## src/ilru_pkg.sv

```systemverilog
// ----------------------------------------------------------------------------
// ilru_pkg
// Shared constants, types and control/status bundles for the indexed LRU
// list engine.
// ----------------------------------------------------------------------------
package ilru_pkg;

    localparam int ENTRIES    = 1024;
    localparam int ROOT_INDEX = 0;
    localparam int ADDR_W     = $clog2(ENTRIES);
    localparam int IDX_W      = 10;
    localparam int TYPE_W     = 3;

    typedef logic [ADDR_W-1:0] t_addr;

    localparam t_addr ROOT = t_addr'(ROOT_INDEX);
    localparam t_addr LAST = t_addr'(ENTRIES - 1);

    typedef enum logic [TYPE_W-1:0] {
        REQ_ADD_HEAD  = 3'd0,
        REQ_ADD_TAIL  = 3'd1,
        REQ_MOVE_HEAD = 3'd2,
        REQ_MOVE_TAIL = 3'd3,
        REQ_REMOVE    = 3'd4
    } t_req;

    typedef enum logic [2:0] {
        S_CLEAR,
        S_IDLE,
        S_EVAL,
        S_UNLINK,
        S_SELF,
        S_LINK_A,
        S_LINK_B,
        S_DONE
    } t_state;

    typedef struct packed {
        logic clr_wr;
        logic accept;
        logic eval;
        logic unlink;
        logic self_link;
        logic link_a;
        logic link_b;
        logic out_load;
    } t_dp_cmd;

    typedef struct packed {
        logic clr_last;
        logic pass;
        logic is_add;
        logic is_remove;
    } t_dp_stat;

endpackage

```

## src/ilru_ctrl.sv

```systemverilog
// ----------------------------------------------------------------------------
// ilru_ctrl
// Request sequencer: clearing pass after reset, guard check, link update
// steps and the result handshake.
// ----------------------------------------------------------------------------
module ilru_ctrl (
    input  logic                i_clk,
    input  logic                i_rst_n,
    input  logic                i_in_valid,
    output logic                o_in_stall,
    output logic                o_out_valid,
    input  logic                i_out_stall,
    input  ilru_pkg::t_dp_stat  i_stat,
    output ilru_pkg::t_dp_cmd   o_cmd
);
    import ilru_pkg::*;

    t_state r_state;
    t_state n_state;
    logic   r_out_valid;
    logic   n_out_valid;
    logic   out_free;

    assign out_free = !r_out_valid || !i_out_stall;

    always_ff @(posedge i_clk) begin
        if (!i_rst_n) begin
            r_state     <= S_CLEAR;
            r_out_valid <= 1'b0;
        end else begin
            r_state     <= n_state;
            r_out_valid <= n_out_valid;
        end
    end

    always_comb begin
        n_state    = r_state;
        o_cmd      = '0;
        o_in_stall = 1'b1;
        case (r_state)
            S_CLEAR: begin
                o_cmd.clr_wr = 1'b1;
                if (i_stat.clr_last) begin
                    n_state = S_IDLE;
                end
            end
            S_IDLE: begin
                o_in_stall = 1'b0;
                if (i_in_valid) begin
                    o_cmd.accept = 1'b1;
                    n_state      = S_EVAL;
                end
            end
            S_EVAL: begin
                o_cmd.eval = 1'b1;
                if (!i_stat.pass) begin
                    n_state = S_DONE;
                end else if (i_stat.is_add) begin
                    n_state = S_LINK_A;
                end else begin
                    n_state = S_UNLINK;
                end
            end
            S_UNLINK: begin
                o_cmd.unlink = 1'b1;
                n_state      = i_stat.is_remove ? S_SELF : S_LINK_A;
            end
            S_SELF: begin
                o_cmd.self_link = 1'b1;
                n_state         = S_DONE;
            end
            S_LINK_A: begin
                o_cmd.link_a = 1'b1;
                n_state      = S_LINK_B;
            end
            S_LINK_B: begin
                o_cmd.link_b = 1'b1;
                n_state      = S_DONE;
            end
            S_DONE: begin
                if (out_free) begin
                    o_cmd.out_load = 1'b1;
                    n_state        = S_IDLE;
                end
            end
            default: begin
                n_state = S_IDLE;
            end
        endcase
    end

    always_comb begin
        if (o_cmd.out_load) begin
            n_out_valid = 1'b1;
        end else if (!i_out_stall) begin
            n_out_valid = 1'b0;
        end else begin
            n_out_valid = r_out_valid;
        end
    end

    assign o_out_valid = r_out_valid;

endmodule

```

## config.mk

```make
export PLATFORM = sky130hd
export DESIGN_NAME = ilru_ctrl
export DESIGN_NICKNAME = d
export VERILOG_FILES = /design/src/ilru_pkg.sv /design/src/ilru_ctrl.sv
export SDC_FILE = /design/constraint.sdc
export NUM_CORES = 1
export LEC_CHECK = 0
export BUFFER_PORTS_ARGS = -buffer_cell sky130_fd_sc_hd__buf_2
export CAP_MARGIN = 0
export CORE_AREA = 3 3 40 42
export CTS_CLUSTER_SIZE = 25
export DETAILED_ROUTE_END_ITERATION = 6
export DIE_AREA = 0 0 43 45
export GPL_ROUTABILITY_DRIVEN = 0
export PLACE_DENSITY = 0.43
export SETUP_SLACK_MARGIN = 0.4
export SYNTH_ARGS = -nofsm -noshare
export SYNTH_HDL_FRONTEND = slang
export SYNTH_SLANG_ARGS = --single-unit
```

## constraint.sdc

```tcl
create_clock -name i_clk -period 1.3 [get_ports i_clk]
set_clock_uncertainty 0.05 [all_clocks]
set_input_delay 0.065 -clock i_clk [delete_from_list [all_inputs] [get_ports i_clk]]
set_output_delay 0.065 -clock i_clk [all_outputs]
set_load 0.05 [all_outputs]
```

==> results of run 1 <==
-- flip-flops by register name (all words and copies together), names as in the netlist --
signal / count
o_out_valid: 1
r_state: 3
-- worst paths after layout --
| path | start | endpoint | slack [ns] |
|---|---|---|---|
| min | i_rst_n | r_state[0] | 0.03 |
| max | r_state[0] | o_cmd[6] | 0.07 |
| max reg2reg | r_state[1] | r_state[0] | 0.21 |
| min reg2reg | o_out_valid | o_out_valid | 0.45 |
-- layout by cell type, fill, tap and decap left out, types with 3 or more instances in the layout --
cell,n
buf_2,7
buf_4,9
buf_6,10
clkbuf_4,3
dfxtp_4,4
nand2_1,3
-- repair_timing --
| action | CTS | global route |
|---|---|---|
| resized for setup | 31 | 4 |
| setup endpoints to repair | 14 | 12 |
| pin swaps | 2 | 3 |
| setup buffers | 9 | 0 |
-- final cells by class --
cell class | instances | area (µm²) | area share [%]
flip-flops and latches | 4 | 95.09 | 15.08
multi-input cells | 24 | 226.5 | 35.91
repair buffers | 28 | 245.2 | 38.89
clock buffers | 4 | 26.28 | 4.167
inverters | 3 | 18.77 | 2.976
well taps | 15 | 18.77 | 2.976
-- metal layers --
metal	routed length, µm	global-route usage, %
met1	342	10.36
met2	429	15.27
met3	65	5.179
met4	0	0
met5	0	0
-- worst register-to-register path: stages (launching register included) --
cell and delay, ns:
dfxtp_4 0.37, buf_4 0.14, nor3_1 0.16, a31oi_1 0.06
o211a_1 0.20
-- cells in the mapped netlist --
cell | number | area, µm²
inv_1 | 2 | 7.510
inv_2 | 1 | 3.750
o211a_1 | 1 | 10.01
a31o_1 | 1 | 8.760
o21ai_0 | 1 | 5.000
nand3b_1 | 1 | 7.510
o311ai_1 | 1 | 8.760
and2_2 | 1 | 7.510
buf_2 | 2 | 10.01
nor2b_1 | 1 | 6.260
nor3b_1 | 2 | 15.01
a31oi_1 | 2 | 12.51
dfxtp_1 | 4 | 80.08
a21oi_1 | 3 | 15.01
and3_2 | 2 | 15.01
nor3_1 | 3 | 15.01
buf_4 | 1 | 7.510
nand2_1 | 4 | 15.01
nand3_1 | 1 | 5.000
-- metrics by stage --
| stage | setup slack [ns] | hold WS, ns | cells |
|---|---|---|---|
| finish | 0.06800 | 0.03012 | 78 |
| global route | 0.03150 | 0.03279 | 78 |
| CTS | 0.07316 | 0.02756 | 78 |
| detailed placement | 0.09932 | 0.2728 | 65 |
| global placement | 0.1219 | 0.2638 | 65 |
| floorplan | 0.2278 | 0.1410 | 34 |
-- cells by family (layout without fill, tap and decap cells) --
logic type,count (synthesis),in the layout,share of synthesized area [%]
buf+inv,6,35,11.28
flops,4,4,31.37
compound gates,9,9,23.53
simple gates,15,15,33.82
-- report_power, final --
group / internal [W] / switching [W] / leakage, nW
clock: 0.000115 / 0.0000533 / 0.0150
sequential: 0.000141 / 0.0000383 / 0.0356
combinational: 0.000204 / 0.000221 / 0.234
==> flow_metrics.tcl, run 1 <==
set metrics [dict create \
    status "finished clean" \
    clock_latency_ns 0.24 \
    cts_buffers 3 \
    ys_seq_elements 4 \
    cts_tree "built" \
    antenna_found_initial 0 \
    drt_pass1_iterations 1 \
    route.detailed.wl_per_inst_um 10.72 \
    ys_seq_area_share_pct 31.37 \
    clk_pin_slew_ns 0.04 \
    dp_hpwl_um 558.9 \
    antenna_cells 0 \
    core_area_um2 1285 \
    htreeDepth 1 \
    grt-ovfl-total 0 \
    drive_gt1_share_pct 77.78 \
    power_leakage_nw 0.2850 \
    vias_per_cell 4.474 \
    fin_setup_tns_ns 0 \
    wl_um 836 \
    slowest_delay_ns 0.37 \
    crit_fanout 5 \
    initial_core_util_pct 19.86 \
    cp_slowest_cell "dfxtp_4" \
    maxSlewViolCount 0 \
    cp-start-kind "flop" \
    syn_area_um2 255.2 \
    worstMarginPinSlew_ns 0.2557 \
    yosys_warnings 0 \
    fmax_mhz 811.7 \
    hold_depth 2 \
    port_buffers 17 \
    syn_inst 34 \
    dieArea_um2 1935 \
    route.detailed.drc 0 \
    vias 349 \
    fp.dieH_um 45 \
    die_x_um 43 \
    crit_buf_inv 1 \
    synth_nets 42 \
    clockBufferDepth 2 \
    power_w 0.0007723 \
    rsz0062_at_grt "yes" \
    cellPowerDensity_nw_per_um2 1225 \
    fin_util_pct 49.08 \
    ys_types 19 \
    place_area_um2 419.2 \
    clock-sinks 4 \
    avgSynthCellArea_um2 7.507 \
    reg2reg_depth 4 \
    cp_cell_sequence "nor2b_4, and3_4, buf_8" \
    crit_family "simple AND/OR/NAND/NOR gates" \
    grt_usage_pct 8.909 \
    grt_first_pass_wirelength_mm 1.317 \
    postLayoutCellArea_um2 630.6 \
    drt_iter0_markers 0 \
    cp_num_cells 3 \
    filler_cell_count 121 \
    grt_max_degree 10 \
    placementRows 13 \
    cts_hold_buf 0 \
    min_path_type "input pin to flop" \
    endpoint_kind "output pin" \
    slew_headroom_pct 82.93 \
    period_share_pct 94.77 \
    crit_arrival_ns 1.12 \
    peakVddDrop_v 0.0008568 \
    maxCapViolCount 0 \
    grt_pass1_vias 347 \
    io_pins 18 \
    worst-setup-path-type "flop to output pin" \
    fin_crit_ns 1.232 \
    finalSetupViolCount 0 \
    required_ns 1.19 \
    clock-root-buffer "clkbuf_4" \
    finalHoldViolCount 0 \
    ant_nets 0 \
    area_growth_syn_to_layout_pct 147.1 \
    final_nets 72 \
]
(Power assumes the default switching activity.)
==> run 2: changes to the inputs <==
--- a/config.mk
+++ b/config.mk
@@ -9,6 +9,6 @@
 export CAP_MARGIN = 0
-export CORE_AREA = 3 3 40 42
+export CORE_AREA = 2 2 39 41
 export CTS_CLUSTER_SIZE = 25
 export DETAILED_ROUTE_END_ITERATION = 6
-export DIE_AREA = 0 0 43 45
+export DIE_AREA = 0 0 41 43
 export GPL_ROUTABILITY_DRIVEN = 0
==> constraint.sdc (replaced) <==
create_clock -name i_clk -period 1.3 [get_ports i_clk]
set_clock_uncertainty 0.05 [all_clocks]
set_input_delay 0.13 -clock i_clk [delete_from_list [all_inputs] [get_ports i_clk]]
set_output_delay 0.13 -clock i_clk [all_outputs]
set_load 0.05 [all_outputs]
==> flow_metrics.tcl, run 2 (synthesis results as in run 1) <==
set metrics [dict create \
    most-common-layout-cells "buf_6, buf_2, buf_4" \
    slowest_delay_ns 0.36 \
    place_area_um2 427.9 \
    hold_depth 2 \
    rr_endpoint "r_state[0]" \
    cp-start-kind "flop" \
    antenna_found_initial 0 \
    dp.cells 67 \
    maxSlewViolCount 0 \
    final_nets 73 \
    crit_family "simple AND/OR/NAND/NOR gates" \
    grt_first_pass_wirelength_mm 1.455 \
    grt_max_degree 8 \
    finalSetupViolCount 0 \
    vias 367 \
    core_area_um2 1384 \
    min_to "r_state[0]" \
    period_share_pct 99.97 \
    grt_pass1_vias 347 \
    htreeDepth 1 \
    die_x_um 41 \
    port_buffers 17 \
    placementRows 14 \
    r2r_setup_slack_ns 0.12 \
    reg2reg_from "r_state[0]" \
    required_ns 1.12 \
    route.detailed.wl_per_inst_um 11.35 \
    reg2reg_depth 6 \
    clockBufferDepth 2 \
    min_from "i_rst_n" \
    worst-setup-path-type "flop to output pin" \
    grt_usage_pct 12.37 \
    vias_per_cell 4.646 \
    fin_crit_ns 1.300 \
    min_path_type "input pin to flop" \
    rsz0062_at_grt "yes" \
    cp_num_cells 3 \
    clock-root-buffer "clkbuf_4" \
    clk_pin_slew_ns 0.04 \
    holdWs_ns 0.08290 \
    route.detailed.drc 0 \
    clock-sinks 4 \
    cts_buffers 3 \
    initial_core_util_pct 18.44 \
    drive_gt1_share_pct 79.37 \
    finalHoldViolCount 0 \
    postLayoutCellArea_um2 659.4 \
    fin_util_pct 47.65 \
    cellPowerDensity_nw_per_um2 1208 \
    drt_pass1_iterations 2 \
    grt-ovfl-total 0 \
    area_growth_syn_to_layout_pct 158.3 \
    drt_iter0_markers 1 \
    fp.dieH_um 43 \
    peakVddDrop_v 0.0005083 \
    crit_buf_inv 1 \
    clock_latency_ns 0.24 \
    crit_fanout 4 \
    wl_um 897 \
    endpoint_kind "output pin" \
    fmax_mhz 769.5 \
    crit_arrival_ns 1.12 \
    antenna_cells 0 \
    final_common_cell "buf_6" \
    largest_register_ffs 3 \
    slew_headroom_pct 83.20 \
    maxCapViolCount 0 \
    dp_hpwl_um 572.3 \
    cp_cell_sequence "nor2b_4, and3_4, buf_8" \
    cp_slowest_cell "dfxtp_4" \
    status "finished clean" \
    cts_tree "built" \
    io_pins 18 \
    final_cells 79 \
    ant_nets 0 \
    power_leakage_nw 0.2922 \
    dieArea_um2 1763 \
    regMostFlops "r_state" \
    worstMarginPinSlew_ns 0.2516 \
]
[run 2: routing by layer]
layer / wire, µm / share of wire (%) / track usage (%) / vias up
li1: - / - / - / 181
met1: 391 / 44 / 15.53 / 171
met2: 435 / 48 / 17.81 / 13
met3: 57 / 6.4 / 4.712 / 2
met4: 12 / 1.3 / 6.000 / 0
met5: 0 / 0 / 0 / -
[run 2: how the worst max path moves through the flow]
stage	slack, ns	startpoint	endpoint
2_1_floorplan	0.16	r_state[1]	o_cmd[1]
3_3_place_gp	0.08	r_state[0]	o_cmd[6]
3_5_place_dp	0.05	r_state[0]	o_cmd[6]
4_1_cts	0.01	r_state[0]	o_cmd[6]
5_1_grt	-0.03	r_state[0]	o_cmd[6]
6_report	0.0004	r_state[0]	o_cmd[6]
[run 2: what timing repair did]
action / 4_1_cts / 5_1_grt
endpoints found under the setup margin: 13 / 13
hold buffers: 0 / 0
pin swaps: 7 / 3
setup buffers: 8 / 1
gates resized for setup: 36 / 5
[run 2: area by class of cell]
type                       instances  area, µm²
timing repair buffer              29      275.3
inverter                           3      16.27
sequential                         4      95.09
fill                             136      724.4
tap                               16      20.02
multi-input combinational         24      230.2
clock buffer                       3      22.52
[run 2: power breakdown]
| part | switching, W | leakage [nW] | internal [W] | total, W |
|---|---|---|---|---|
| sequential | 0.0000331 | 0.0356 | 0.000141 | 0.000174 |
| combinational | 0.000234 | 0.243 | 0.000228 | 0.000462 |
| clock | 0.0000571 | 0.0138 | 0.000104 | 0.000161 |
[run 2: per-stage QoR]
step / setup WS [ns] / power, W / setup TNS [ns]
final: 0.0003698 / 0.0007964 / 0
after global routing: -0.02761 / 0.0008352 / -0.02979
after CTS: 0.01464 / 0.0007761 / 0
after detailed placement: 0.05430 / 0.0004702 / 0
after global placement: 0.08017 / 0.0004711 / 0
after floorplan: 0.1628 / 0.0004167 / 0
